--- src/wcsp_pkg.sv ---
package wcsp_pkg;

   // One file byte as it arrives.
   typedef struct packed {
      logic [7:0] byte_value;
      logic       end_of_file;
   } req_type;

   // One result, either a sample byte or the final status.
   typedef struct packed {
      logic        kind;
      logic [7:0]  sample_byte;
      logic [1:0]  status;
      logic [1:0]  layout;
      logic [31:0] sample_rate;
      logic [15:0] channel_count;
      logic [15:0] sample_bits;
      logic [30:0] data_length;
      logic        last;
   } rsp_type;

   // What the parser leaves for the output side for one accepted byte.
   typedef struct packed {
      logic       has_sample;
      logic [7:0] sample_byte;
      logic       has_status;
      logic [1:0] status;
   } event_type;

   // Format values captured by the parser; frozen once the status is queued.
   typedef struct packed {
      logic [31:0] sample_rate;
      logic [15:0] channel_count;
      logic [15:0] sample_bits;
      logic [30:0] data_length;
   } held_type;

   localparam int QUEUE_DEPTH = 4;

   localparam logic [0:0] KIND_SAMPLE = 1'b0;
   localparam logic [0:0] KIND_STATUS = 1'b1;

   localparam logic [1:0] STATUS_OK          = 2'd0;
   localparam logic [1:0] STATUS_MISSING     = 2'd1;
   localparam logic [1:0] STATUS_UNSUPPORTED = 2'd2;
   localparam logic [1:0] STATUS_BAD_LENGTH  = 2'd3;

   localparam logic [1:0] LAYOUT_MONO8    = 2'd0;
   localparam logic [1:0] LAYOUT_MONO16   = 2'd1;
   localparam logic [1:0] LAYOUT_STEREO8  = 2'd2;
   localparam logic [1:0] LAYOUT_STEREO16 = 2'd3;

   localparam logic [31:0] TAG_FMT      = 32'h666D7420;
   localparam logic [31:0] TAG_DATA     = 32'h64617461;
   localparam logic [31:0] HEADER_BYTES = 32'd12;
   localparam logic [31:0] TAG_BYTES    = 32'd4;
   localparam logic [31:0] FMT_FIXED    = 32'd16;

endpackage

--- src/wcsp_front.sv ---
module wcsp_front
   import wcsp_pkg::*;
(
   input  logic      clock,
   input  logic      reset,
   input  logic      req_push,
   input  req_type   req_data,
   input  logic      queue_full,
   output logic      queue_push,
   output event_type queue_data,
   output held_type  held
);

   localparam logic [2:0] PH_HEADER = 3'd0;
   localparam logic [2:0] PH_TAG    = 3'd1;
   localparam logic [2:0] PH_LEN    = 3'd2;
   localparam logic [2:0] PH_FMT    = 3'd3;
   localparam logic [2:0] PH_DATA   = 3'd4;
   localparam logic [2:0] PH_SKIP   = 3'd5;

   logic [2:0]  phase_ff, phase_in;
   logic [31:0] count_ff, count_in;
   logic [31:0] tag_ff, tag_in;
   logic [31:0] length_ff, length_in;
   logic        format_seen_ff, format_seen_in;
   logic        samples_seen_ff, samples_seen_in;
   logic [15:0] channels_ff, channels_in;
   logic [15:0] bits_ff, bits_in;
   logic [31:0] rate_ff, rate_in;
   logic [30:0] data_length_ff, data_length_in;
   logic        finished_ff, finished_in;

   logic        accept;
   logic [31:0] count_inc;
   logic [31:0] length_new;
   logic        chunk_done;
   logic [7:0]  b;

   assign accept    = req_push && !queue_full;
   assign b         = req_data.byte_value;
   assign count_inc = count_ff + 32'd1;

   always_comb begin
      length_new = length_ff;
      for (int i = 0; i < 4; i++) begin
         if (count_ff[1:0] == 2'(i)) begin
            length_new[8*i +: 8] = length_ff[8*i +: 8] | b;
         end
      end
   end

   always_comb begin
      phase_in        = phase_ff;
      count_in        = count_ff;
      tag_in          = tag_ff;
      length_in       = length_ff;
      format_seen_in  = format_seen_ff;
      samples_seen_in = samples_seen_ff;
      channels_in     = channels_ff;
      bits_in         = bits_ff;
      rate_in         = rate_ff;
      data_length_in  = data_length_ff;
      finished_in     = finished_ff;
      chunk_done      = 1'b0;
      queue_data      = '{has_sample: 1'b0, sample_byte: b, has_status: 1'b0,
                          status: STATUS_OK};

      if (accept && !finished_ff) begin
         unique case (phase_ff)
            PH_HEADER: begin
               count_in = count_inc;
               if (count_inc >= HEADER_BYTES) begin
                  phase_in = PH_TAG;
                  count_in = '0;
                  tag_in   = '0;
               end
            end
            PH_TAG: begin
               tag_in   = {tag_ff[23:0], b};
               count_in = count_inc;
               if (count_inc >= TAG_BYTES) begin
                  phase_in  = PH_LEN;
                  count_in  = '0;
                  length_in = '0;
               end
            end
            PH_LEN: begin
               length_in = length_new;
               count_in  = count_inc;
               if (count_inc >= TAG_BYTES) begin
                  count_in = '0;
                  if (length_new[31]) begin
                     queue_data.has_status = 1'b1;
                     queue_data.status     = STATUS_BAD_LENGTH;
                     finished_in           = 1'b1;
                  end else if (tag_ff == TAG_FMT) begin
                     format_seen_in = 1'b1;
                     phase_in       = PH_FMT;
                  end else if (tag_ff == TAG_DATA) begin
                     samples_seen_in = 1'b1;
                     data_length_in  = length_new[30:0];
                     if (length_new == '0) chunk_done = 1'b1;
                     else phase_in = PH_DATA;
                  end else begin
                     if (length_new == '0) chunk_done = 1'b1;
                     else phase_in = PH_SKIP;
                  end
               end
            end
            PH_FMT: begin
               unique case (count_ff[3:0])
                  4'd2:  channels_in[7:0]   = b;
                  4'd3:  channels_in[15:8]  = b;
                  4'd4:  rate_in[7:0]       = b;
                  4'd5:  rate_in[15:8]      = b;
                  4'd6:  rate_in[23:16]     = b;
                  4'd7:  rate_in[31:24]     = b;
                  4'd14: bits_in[7:0]       = b;
                  4'd15: bits_in[15:8]      = b;
                  default: ;
               endcase
               count_in = count_inc;
               if (count_inc >= FMT_FIXED) begin
                  if (length_ff > FMT_FIXED) begin
                     length_in = length_ff - FMT_FIXED;
                     count_in  = '0;
                     phase_in  = PH_SKIP;
                  end else begin
                     chunk_done = 1'b1;
                  end
               end
            end
            PH_DATA: begin
               queue_data.has_sample = 1'b1;
               count_in              = count_inc;
               if (count_inc >= length_ff) chunk_done = 1'b1;
            end
            PH_SKIP: begin
               count_in = count_inc;
               if (count_inc >= length_ff) chunk_done = 1'b1;
            end
            default: ;
         endcase

         if (chunk_done) begin
            if (format_seen_in && samples_seen_in) begin
               queue_data.has_status = 1'b1;
               queue_data.status     = STATUS_OK;
               finished_in           = 1'b1;
            end else begin
               phase_in = PH_TAG;
               count_in = '0;
               tag_in   = '0;
            end
         end

         // The final byte of the file closes parsing if nothing else did.
         if (req_data.end_of_file && !finished_in) begin
            queue_data.has_status = 1'b1;
            queue_data.status     = (format_seen_in && samples_seen_in) ?
                                    STATUS_OK : STATUS_MISSING;
            finished_in           = 1'b1;
         end
      end

      queue_push = accept && (queue_data.has_sample || queue_data.has_status);
   end

   always_ff @(posedge clock) begin
      if (reset) begin
         phase_ff        <= PH_HEADER;
         count_ff        <= '0;
         tag_ff          <= '0;
         length_ff       <= '0;
         format_seen_ff  <= 1'b0;
         samples_seen_ff <= 1'b0;
         channels_ff     <= '0;
         bits_ff         <= '0;
         rate_ff         <= '0;
         data_length_ff  <= '0;
         finished_ff     <= 1'b0;
      end else begin
         phase_ff        <= phase_in;
         count_ff        <= count_in;
         tag_ff          <= tag_in;
         length_ff       <= length_in;
         format_seen_ff  <= format_seen_in;
         samples_seen_ff <= samples_seen_in;
         channels_ff     <= channels_in;
         bits_ff         <= bits_in;
         rate_ff         <= rate_in;
         data_length_ff  <= data_length_in;
         finished_ff     <= finished_in;
      end
   end

   assign held = '{sample_rate: rate_ff, channel_count: channels_ff,
                   sample_bits: bits_ff, data_length: data_length_ff};

   a_no_beat_after_status: assert property (@(posedge clock) disable iff (reset)
      finished_ff |-> !queue_push)
      else $error("parser queued a beat after the final status");

   // The byte that queues the status may still write a held field at that same edge.
   a_status_freezes: assert property (@(posedge clock) disable iff (reset)
      (queue_push && queue_data.has_status) |=> finished_ff ##1 $stable(held))
      else $error("held format values changed after the status was queued");

endmodule

--- src/wcsp_queue.sv ---
module wcsp_queue
   import wcsp_pkg::*;
#(
   parameter int Depth = QUEUE_DEPTH
)
(
   input  logic      clock,
   input  logic      reset,
   input  logic      push,
   input  event_type push_data,
   output logic      full,
   input  logic      pop,
   output event_type pop_data,
   output logic      empty
);

   localparam int PtrW   = (Depth > 1) ? $clog2(Depth) : 1;
   localparam int CountW = $clog2(Depth + 1);

   event_type entries_ff [Depth];
   logic [PtrW-1:0]   wr_ptr_ff, wr_ptr_in;
   logic [PtrW-1:0]   rd_ptr_ff, rd_ptr_in;
   logic [CountW-1:0] count_ff, count_in;
   logic              do_push, do_pop;

   assign full     = (count_ff == CountW'(Depth));
   assign empty    = (count_ff == '0);
   assign do_push  = push && !full;
   assign do_pop   = pop && !empty;
   assign pop_data = entries_ff[rd_ptr_ff];

   always_comb begin
      wr_ptr_in = wr_ptr_ff;
      rd_ptr_in = rd_ptr_ff;
      count_in  = count_ff;
      if (do_push) begin
         wr_ptr_in = (wr_ptr_ff == PtrW'(Depth - 1)) ? '0 : wr_ptr_ff + PtrW'(1);
      end
      if (do_pop) begin
         rd_ptr_in = (rd_ptr_ff == PtrW'(Depth - 1)) ? '0 : rd_ptr_ff + PtrW'(1);
      end
      if (do_push && !do_pop) count_in = count_ff + CountW'(1);
      else if (do_pop && !do_push) count_in = count_ff - CountW'(1);
   end

   always_ff @(posedge clock) begin
      if (reset) begin
         wr_ptr_ff <= '0;
         rd_ptr_ff <= '0;
         count_ff  <= '0;
      end else begin
         wr_ptr_ff <= wr_ptr_in;
         rd_ptr_ff <= rd_ptr_in;
         count_ff  <= count_in;
      end
   end

   always_ff @(posedge clock) begin
      if (do_push) entries_ff[wr_ptr_ff] <= push_data;
   end

   a_count_bounded: assert property (@(posedge clock) disable iff (reset)
      count_ff <= CountW'(Depth))
      else $error("queue fill count above its depth");

endmodule

--- src/wcsp_back.sv ---
module wcsp_back
   import wcsp_pkg::*;
(
   input  logic      clock,
   input  logic      reset,
   input  logic      queue_empty,
   input  event_type queue_data,
   output logic      queue_pop,
   input  held_type  held,
   output logic      rsp_empty,
   input  logic      rsp_pop,
   output rsp_type   rsp_data
);

   function automatic rsp_type make_status(logic [1:0] code, held_type h);
      rsp_type    r;
      logic [1:0] st;
      logic [1:0] lay;
      st  = code;
      lay = LAYOUT_MONO8;
      if (code == STATUS_OK) begin
         priority if (h.channel_count == 16'd1 && h.sample_bits == 16'd8)
            lay = LAYOUT_MONO8;
         else if (h.channel_count == 16'd1 && h.sample_bits == 16'd16)
            lay = LAYOUT_MONO16;
         else if (h.channel_count == 16'd2 && h.sample_bits == 16'd8)
            lay = LAYOUT_STEREO8;
         else if (h.channel_count == 16'd2 && h.sample_bits == 16'd16)
            lay = LAYOUT_STEREO16;
         else
            st = STATUS_UNSUPPORTED;
      end
      r = '{kind: KIND_STATUS, sample_byte: 8'd0, status: st, layout: lay,
            sample_rate: h.sample_rate, channel_count: h.channel_count,
            sample_bits: h.sample_bits, data_length: h.data_length, last: 1'b1};
      return r;
   endfunction

   function automatic rsp_type make_sample(logic [7:0] value);
      rsp_type r;
      r = '0;
      r.kind        = KIND_SAMPLE;
      r.sample_byte = value;
      return r;
   endfunction

   logic       out_valid_ff, out_valid_in;
   rsp_type    out_ff, out_in;
   logic       pend_ff, pend_in;
   logic [1:0] pend_code_ff, pend_code_in;
   logic       load_ok;

   assign load_ok = !out_valid_ff || rsp_pop;

   // A beat carrying both a sample and the status shows the sample first and
   // keeps the status pending for the following slot.
   always_comb begin
      out_valid_in = out_valid_ff && !rsp_pop;
      out_in       = out_ff;
      pend_in      = pend_ff;
      pend_code_in = pend_code_ff;
      queue_pop    = 1'b0;
      if (load_ok) begin
         if (pend_ff) begin
            out_in       = make_status(pend_code_ff, held);
            out_valid_in = 1'b1;
            pend_in      = 1'b0;
         end else if (!queue_empty) begin
            queue_pop    = 1'b1;
            out_valid_in = 1'b1;
            if (queue_data.has_sample) begin
               out_in       = make_sample(queue_data.sample_byte);
               pend_in      = queue_data.has_status;
               pend_code_in = queue_data.status;
            end else begin
               out_in = make_status(queue_data.status, held);
            end
         end
      end
   end

   always_ff @(posedge clock) begin
      if (reset) begin
         out_valid_ff <= 1'b0;
         pend_ff      <= 1'b0;
      end else begin
         out_valid_ff <= out_valid_in;
         pend_ff      <= pend_in;
      end
   end

   always_ff @(posedge clock) begin
      out_ff       <= out_in;
      pend_code_ff <= pend_code_in;
   end

   assign rsp_empty = !out_valid_ff;
   assign rsp_data  = out_ff;

   a_pending_behind_sample: assert property (@(posedge clock) disable iff (reset)
      pend_ff |-> (out_valid_ff && out_ff.kind == KIND_SAMPLE))
      else $error("pending status without a sample ahead of it");

   a_no_pop_while_pending: assert property (@(posedge clock) disable iff (reset)
      pend_ff |-> !queue_pop)
      else $error("queue popped while a status was still pending");

endmodule

--- src/wav_chunk_stream_parser.sv ---
// Path: an accepted byte's event goes into the event queue, then into the output register
// on rsp_data. Throughput: one byte per cycle while req_full is low; bytes without a result
// (header, tags, lengths, skipped chunks) are taken at that rate too, and a byte giving both
// a sample and the status sends the sample, then the status, via the single output register.
// Reset (synchronous, active high) returns the parser to the RIFF header and empties the
// event queue and the output register.
module wav_chunk_stream_parser
   import wcsp_pkg::*;
#(
   parameter int QueueDepth = QUEUE_DEPTH
)
(
   input  logic    clock,
   input  logic    reset,
   input  logic    req_push,
   output logic    req_full,
   input  req_type req_data,
   output logic    rsp_empty,
   input  logic    rsp_pop,
   output rsp_type rsp_data
);

   logic      q_push;
   event_type q_push_data;
   logic      q_full;
   logic      q_pop;
   event_type q_pop_data;
   logic      q_empty;
   held_type  held;

   assign req_full = q_full;

   wcsp_front u_front (
      .clock      (clock),
      .reset      (reset),
      .req_push   (req_push),
      .req_data   (req_data),
      .queue_full (q_full),
      .queue_push (q_push),
      .queue_data (q_push_data),
      .held       (held)
   );

   wcsp_queue #(.Depth(QueueDepth)) u_queue (
      .clock     (clock),
      .reset     (reset),
      .push      (q_push),
      .push_data (q_push_data),
      .full      (q_full),
      .pop       (q_pop),
      .pop_data  (q_pop_data),
      .empty     (q_empty)
   );

   wcsp_back u_back (
      .clock       (clock),
      .reset       (reset),
      .queue_empty (q_empty),
      .queue_data  (q_pop_data),
      .queue_pop   (q_pop),
      .held        (held),
      .rsp_empty   (rsp_empty),
      .rsp_pop     (rsp_pop),
      .rsp_data    (rsp_data)
   );

endmodule
--- config.mk ---
export PLATFORM = sky130hd
export DESIGN_NAME = wav_chunk_stream_parser
export DESIGN_NICKNAME = d
export VERILOG_FILES = /design/src/wcsp_pkg.sv /design/src/wcsp_front.sv /design/src/wcsp_queue.sv /design/src/wcsp_back.sv /design/src/wav_chunk_stream_parser.sv
export SDC_FILE = /design/constraint.sdc
export NUM_CORES = 1
export LEC_CHECK = 0
export BUFFER_PORTS_ARGS = -buffer_cell sky130_fd_sc_hd__buf_2
export CORE_ASPECT_RATIO = 0.75
export CORE_UTILIZATION = 39
export CTS_BUF_LIST = sky130_fd_sc_hd__clkbuf_4
export DETAILED_ROUTE_END_ITERATION = 8
export SYNTH_ARGS = -nofsm -noshare
export SYNTH_HDL_FRONTEND = slang
export SYNTH_HIERARCHICAL = 1
export SYNTH_SLANG_ARGS = --single-unit
--- constraint.sdc ---
create_clock -name clock -period 9.5 [get_ports clock]
set_clock_uncertainty 0.1 [all_clocks]
set_input_delay 0.95 -clock clock [delete_from_list [all_inputs] [get_ports clock]]
set_output_delay 0.95 -clock clock [all_outputs]
set_load 0.02 [all_outputs]
==> impl_metrics.csv, run 1 <==
group,metric,value,unit
outcome,status,"complete, no violations",
grt,grtUsageTotal,0.211,
cells_and_area,fill_cells,4214,
grt,antenna_found_initial,4,
sta,slew_viol_final,0,
clock_network,cts_sinks,366,
critical_path,slowest_delay,0.60,ns
detailed_routing,routed_wl,48100,µm
detailed_routing,dr.pass1.iters,5,
synth,seq_area_frac_synth,0.519,
critical_path,required,10.11,ns
power,p_clk_frac,0.309,
cells_and_area,syn2layout_area_growth,12.9,%
synth,ys_ff_latch,366,
clock_network,post_cts_resized,0,
clock_network,postCtsSetupRepairBufs,0,
critical_path,cp_slowest_cell,"nor4_2",
flow_run,max_cap_viol_count,0,
critical_path,cp-end-kind,"flip-flop",
synth,async_flop_share,0,
detailed_routing,drt_first_iter_violations,1374,
sta,hold_viol,0,
power,p_sw,1.47,mW
floorplan,die_x,244,µm
grt,grt_pass1_vias,12929,
detailed_routing,vias_per_cell,5.53,
sta,period_minus_slack,6.99,ns
floorplan,row_count,66,
synth,syn_avg_cell_area,9.71,µm²
synth,syn_nets,1825,
sta,rsz0062_at_grt,"no",
clock_network,cts_tree,"built",
placement,place_hpwl,32000,µm
synth,synth_edf_count,158,
synth,synth_area,0.0172,mm²
critical_path,crit_type,"reg -> reg",
clock_network,cts_max_path_buffers,3,
clock_network,h-tree-depth,3,
clock_network,hold_buffers,0,
synth,yosys_warnings,6,
synth,synthFlopType,"dfxtp_1",
sta,fin_crit_sh,0.736,
placement,place_area,0.0181,mm²
floorplan,die_area,0.0449,mm²
detailed_routing,wl_per_cell,19.0,µm
power,pwr_density_cell,231,mW/mm²
power,seqPwrFrac,0.466,
power,swShare,0.329,
critical_path,worstPathMaxFanout,18,
clock_network,cts_root_buf,"clkbuf_4",
synth,yosysTopAreaCellShare,0.276,
cells_and_area,fin_nets,1935,
cells_and_area,final_cell_count_no_fill,2533,
detailed_routing,via_count,14012,
detailed_routing,ant_nets,0,
critical_path,path_delay_family,"simple AND/OR/NAND/NOR gates",
grt,overflow,0,
placement,routabilityCongestion,0.930,
critical_path,startpoint_type,"flip-flop",
grt,grt_start_max_net_pins,98,
grt,grt_pass1_wl,73900,µm
floorplan,die_h,184,µm
worst_hold_path,hp-class,"reg -> reg",
sta,slew_headroom,0.171,
sta,fin_tns_setup,0,ns
synth,synth_area_leaders,"edfxtp_1 28%, dfxtp_1 24%, a21oi_1 5.2%",
cells_and_area,layout-drive-gt1-share,0.181,
sta,tightest_slew,1.24,ns
detailed_routing,drc,0,
clock_network,clock_latency,0.79,ns
synth,synth_cells,1767,
sta,max_clock_freq,0.143,GHz
cells_and_area,layout_commonest_cell,"dfxtp_1",
placement,portBuffers,123,
clock_network,cts_made_buffers,89,
sta,setup_violations,0,
clock_network,clk_pin_slew,0.07,ns
power,peakVddDrop,162,µV
power,intPower,3.00,mW
placement,place_inst,2364,
floorplan,core,0.0434,mm²
cells_and_area,layout_common_cells,"208 x dfxtp_1, 197 x nand2_1, 176 x a21oi_1, 158 x edfxtp_1, 146 x clkbuf_4",
critical_path,cp.arrival,7.60,ns
synth,yosysUniqueCellTypes,84,
synth,synth.largest_area_cell,"edfxtp_1",
floorplan,ios,124,
power,p_comb_frac,0.225,
floorplan,initial_core_util,0.396,
cells_and_area,fin_area,0.0194,mm²
power,leakage,7.21,nW
critical_path,critPathBufInv,3,
[power by group through the flow]
stage          combinational [mW]  clock [mW]  sequential [mW]
2_1_floorplan               0.349           0             2.46
3_3_place_gp                 1.01           0             2.12
3_5_place_dp                 1.01           0             2.13
4_1_cts                      1.02        1.42             2.10
5_1_grt                      1.08        1.50             2.12
6_report                     1.01        1.38             2.09
[synthesized netlist by cell type, types with 37 or more instances]
master / count
dfxtp_1: 208
nand2_1: 197
a21oi_1: 177
edfxtp_1: 158
nor2_1: 122
and2_1: 113
clkbuf_1: 91
o21ai_0: 91
nand3_1: 71
inv_1: 56
ha_1: 44
nor3_1: 37
[final cells by class]
class / count / area (µm²) / share of cell area
Clock inverter: 18 / 129 / 0.00665
Clock buffer: 146 / 1100 / 0.0566
Inverter: 58 / 225 / 0.0116
Multi-Input combinational cell: 1215 / 7480 / 0.386
Tap cell: 578 / 723 / 0.0373
Antenna cell: 5 / 12.5 / 0.000646
Timing Repair Buffer: 147 / 798 / 0.0412
Sequential cell: 366 / 8910 / 0.460
[flip-flops by register name (all words and copies together), names as in the netlist, named ones only]
name / count
u_front/phase_ff: 3
u_back/out_valid_ff: 1
u_queue/entries_ff: 48
u_front/count_ff: 32
u_back/pend_code_ff: 2
u_front/bits_ff: 16
u_queue/rd_ptr_ff: 2
u_front/length_ff: 32
u_front/finished_ff: 1
u_back/rsp_data: 108
u_front/channels_ff: 16
u_queue/wr_ptr_ff: 2
u_front/data_length_ff: 31
u_back/pend_ff: 1
u_front/rate_ff: 32
u_front/tag_ff: 32
u_front/format_seen_ff: 1
u_front/samples_seen_ff: 1
u_queue/count_ff: 3
[worst paths after layout]
kind | slack, ns | endpoint | cells past startpoint | from
hold reg to reg | 0.35 | u_front/rate_ff[23] | 2 | u_front/rate_ff[23]
hold / removal | 0.35 | u_front/rate_ff[23] | 2 | u_front/rate_ff[23]
setup reg to reg | 2.51 | u_queue/count_ff[2] | 26 | u_front/count_ff[0]
setup / recovery | 2.51 | u_queue/count_ff[2] | 26 | u_front/count_ff[0]
[per-stage QoR]
stage / worst slack, ns / total power, mW / utilization / hold slack, ns
after global routing: 2.10 / 4.70 / 0.447 / 0.375
final: 2.51 / 4.47 / 0.447 / 0.352
after global placement: 2.85 / 3.13 / 0.418 / 0.341
after CTS: 2.61 / 4.53 / 0.447 / 0.352
after detailed placement: 2.62 / 3.14 / 0.418 / 0.343
after floorplan: 2.39 / 2.81 / - / 0.332
[routing by layer]
metal / vias up / routed length (µm) / GRT usage
met5: - / 0 / 0
met4: 0 / 678 / 0.0570
met3: 63 / 4280 / 0.0546
met2: 610 / 20000 / 0.298
met1: 6710 / 23100 / 0.314
li1: 6629 / - / -
[worst min-delay path, cell delays in order, from the launching register on]
cell     delay (ns)
dfxtp_1        0.31
nand2_1        0.05
a21oi_1        0.05
[cell families (layout without fill, tap and decap cells)]
| group | after synthesis | in the layout | share of synthesized area |
|---|---|---|---|
| compound gates | 405 | 405 | 0.141 |
| xor+xnor | 32 | 32 | 0.0163 |
| fa+ha+maj | 45 | 45 | 0.0332 |
| buf+inv | 186 | 369 | 0.0475 |
| flops | 366 | 366 | 0.519 |
| mux | 40 | 40 | 0.0321 |
| other cells | 0 | 5 | 0 |
| simple gates | 693 | 693 | 0.211 |
Note: power is estimated with default switching activity, not from simulation.
==> inputs of run 2 (changes only) <==
Settings changed: ABC_AREA set to 1.
Clock period 9.5 ns to 6.1 ns, I/O delays scaled along.
==> impl_metrics.csv, run 2 <==
group,metric,value,unit
synth,synth_most_common_cell,"nand2_1",
detailed_routing,dr.pass1.iters,6,
power,swShare,0.391,
worst_hold_path,hp-class,"in -> reg",
worst_hold_path,hold_start,"rsp_pop",
synth,synthFlopType,"dfxtp_1",
critical_path,cp-end-kind,"flip-flop",
power,p_clk_frac,0.265,
critical_path,crit_type,"reg -> reg",
floorplan,die_x,254,µm
floorplan,die_h,191,µm
grt,grt_pass1_vias,15645,
cells_and_area,layout_commonest_cell,"nand2_1",
critical_path,rr_worst_depth,31,
grt,grt_start_max_net_pins,101,
floorplan,initial_core_util,0.400,
sta,setup_violations,0,
clock_network,post_cts_resized,0,
power,intPower,4.98,mW
critical_path,reg2reg_slack,0.95,ns
floorplan,row_count,68,
sta,fin_tns_setup,0,ns
cells_and_area,layout_common_cells,"478 x nand2_1, 303 x inv_1, 301 x nor2_1, 247 x a21oi_1, 208 x dfxtp_1",
critical_path,cp.arrival,5.76,ns
floorplan,die_area,0.0486,mm²
grt,antenna_found_initial,3,
power,peakVddDrop,234,µV
cells_and_area,layout-drive-gt1-share,0.137,
detailed_routing,routed_wl,55000,µm
clock_network,cts_root_buf,"clkbuf_4",
synth,yosys_warnings,6,
sta,slew_viol_final,0,
floorplan,ios,124,
placement,routabilityCongestion,0.992,
detailed_routing,via_count,16922,
synth,yosysUniqueCellTypes,53,
outcome,status,"complete, no violations",
floorplan,core,0.0465,mm²
detailed_routing,vias_per_cell,5.27,
clock_network,cts_max_path_buffers,3,
synth,syn_avg_cell_area,7.80,µm²
detailed_routing,wl_per_cell,17.1,µm
detailed_routing,ant_nets,0,
critical_path,worstPathMaxFanout,8,
synth,async_flop_share,0,
sta,slew_headroom,0.210,
placement,place_area,0.0196,mm²
clock_network,clock_latency,0.81,ns
synth,synth.largest_area_cell,"edfxtp_1",
cells_and_area,largest_register_ff_count,108,
sta,period_minus_slack,5.15,ns
critical_path,reg2reg_to,"u_queue/count_ff[2]",
power,leakage,8.54,nW
flow_run,max_cap_viol_count,0,
detailed_routing,drt_first_iter_violations,1939,
synth,synth_cells,2388,
sta,max_clock_freq,0.194,GHz
power,p_comb_frac,0.325,
detailed_routing,drc,0,
critical_path,cp_slowest_cell,"dfxtp_1",
sta,hold_viol,0,
critical_path,startpoint_type,"flip-flop",
clock_network,cts_made_buffers,91,
clock_network,postCtsSetupRepairBufs,0,
synth,seq_area_frac_synth,0.478,
cells_and_area,fin_area,0.0209,mm²
power,seqPwrFrac,0.410,
clock_network,h-tree-depth,3,
cells_and_area,fin_nets,2565,
cells_and_area,syn2layout_area_growth,12.0,%
synth,synth_area,0.0186,mm²
worst_hold_path,whs_endpoint,"u_back/pend_ff",
placement,portBuffers,123,
synth,synth_common_cells,"478 x nand2_1, 305 x inv_1, 302 x nor2_1",
sta,rsz0062_at_grt,"no",
critical_path,required,6.72,ns
clock_network,cts_tree,"built",
power,p_sw,3.20,mW
sta,tightest_slew,1.18,ns
synth,synth_edf_count,158,
synth,ys_ff_latch,366,
clock_network,clk_pin_slew,0.07,ns
grt,overflow,0,
clock_network,hold_buffers,0,
critical_path,r2r_start,"u_front/count_ff[0]",
synth,yosysTopAreaCellShare,0.255,
power,pwr_density_cell,392,mW/mm²
synth,syn_nets,2446,
grt,grt_pass1_wl,85400,µm
placement,place_hpwl,37600,µm
synth,synth_area_leaders,"edfxtp_1 25%, dfxtp_1 22%, nand2_1 9.6%",
worst_hold_path,min_delay_path_depth,4,
critical_path,crit_top_cell,"nand2_1",
clock_network,cts_sinks,366,
sta,fin_crit_sh,0.844,
grt,grtUsageTotal,0.223,
critical_path,slowest_delay,0.54,ns
-- run 2: changes by cell type after synthesis, moves of 23 or more --
cell	before	now
nand2_1	197	478
inv_1	56	305
nor2_1	122	302
and2_1	113	1
a21oi_1	177	247
nand3_1	71	124
o21ai_0	91	127
a211oi_1	33	4
o211ai_1	2	31
mux2i_1	28	0
o211a_1	2	27
nor3_1	37	14
-- run 2: stage by stage --
stage	setup slack (ns)	hold slack, ns	utilization	total power, mW	std cells
floorplan	1.97	0.324	-	5.26	2388
global placement	1.19	0.334	0.422	6.01	3044
detailed placement	1.14	0.338	0.422	6.05	3044
CTS	1.11	0.0624	0.448	8.24	3210
global route	0.525	0.0601	0.448	8.66	3212
finish	0.951	0.122	0.448	8.18	3212
-- run 2: worst max-delay path by stage --
stage / cells past startpoint / end / startpoint / slack, ns
after global placement: 33 / u_queue/count_ff[2] / u_front/count_ff[0] / 1.19
after floorplan: 32 / u_queue/count_ff[2] / u_front/count_ff[0] / 1.97
after CTS: 33 / u_queue/count_ff[2] / u_front/count_ff[0] / 1.11
after global routing: 31 / u_queue/count_ff[2] / u_front/count_ff[0] / 0.52
after detailed placement: 33 / u_queue/count_ff[2] / u_front/count_ff[0] / 1.14
final: 31 / u_queue/count_ff[2] / u_front/count_ff[0] / 0.95
-- run 2: cells by family after synthesis --
kind of cell,count (synthesis),share of synthesized area
compound gates,521,0.160
xor+xnor,13,0.00612
flops,366,0.478
simple gates,1004,0.229
fa+ha+maj,45,0.0306
buf+inv,439,0.0963
-- run 2: layer usage --
metal	wire [µm]	up-vias	GRT usage
li1	-	8190	-
met1	25800	7941	0.319
met2	23300	702	0.327
met3	4870	89	0.0618
met4	1080	0	0.0626
met5	0	-	0
-- run 2: area by class of cell --
| cell class | instances | area (µm²) |
|---|---|---|
| Sequential cell | 366 | 8910 |
| Multi-Input combinational cell | 1583 | 7930 |
| Timing Repair Buffer | 149 | 813 |
| Antenna cell | 2 | 5.00 |
| Tap cell | 630 | 788 |
| Clock buffer | 143 | 1070 |
| Clock inverter | 23 | 155 |
| Inverter | 316 | 1190 |
| Fill cell | 4718 | 25700 |
-- run 2: power by group through the flow --
stage	clock network [mW]	registers (mW)	logic, mW
floorplan	0	3.88	1.38
global placement	0	3.40	2.61
detailed placement	0	3.41	2.64
CTS	2.23	3.36	2.65
global route	2.37	3.40	2.89
finish	2.17	3.35	2.66
-- run 2: worst max-delay path, delay by kind of cell, from the launching register on --
kind                       cells  cell delay [ns]
AOI/OAI and AO/OA              1             0.20
adders and majority gates      4             1.07
buffers and inverters          4             0.27
DFF                            1             0.54
and+or+nand+nor               22             2.89
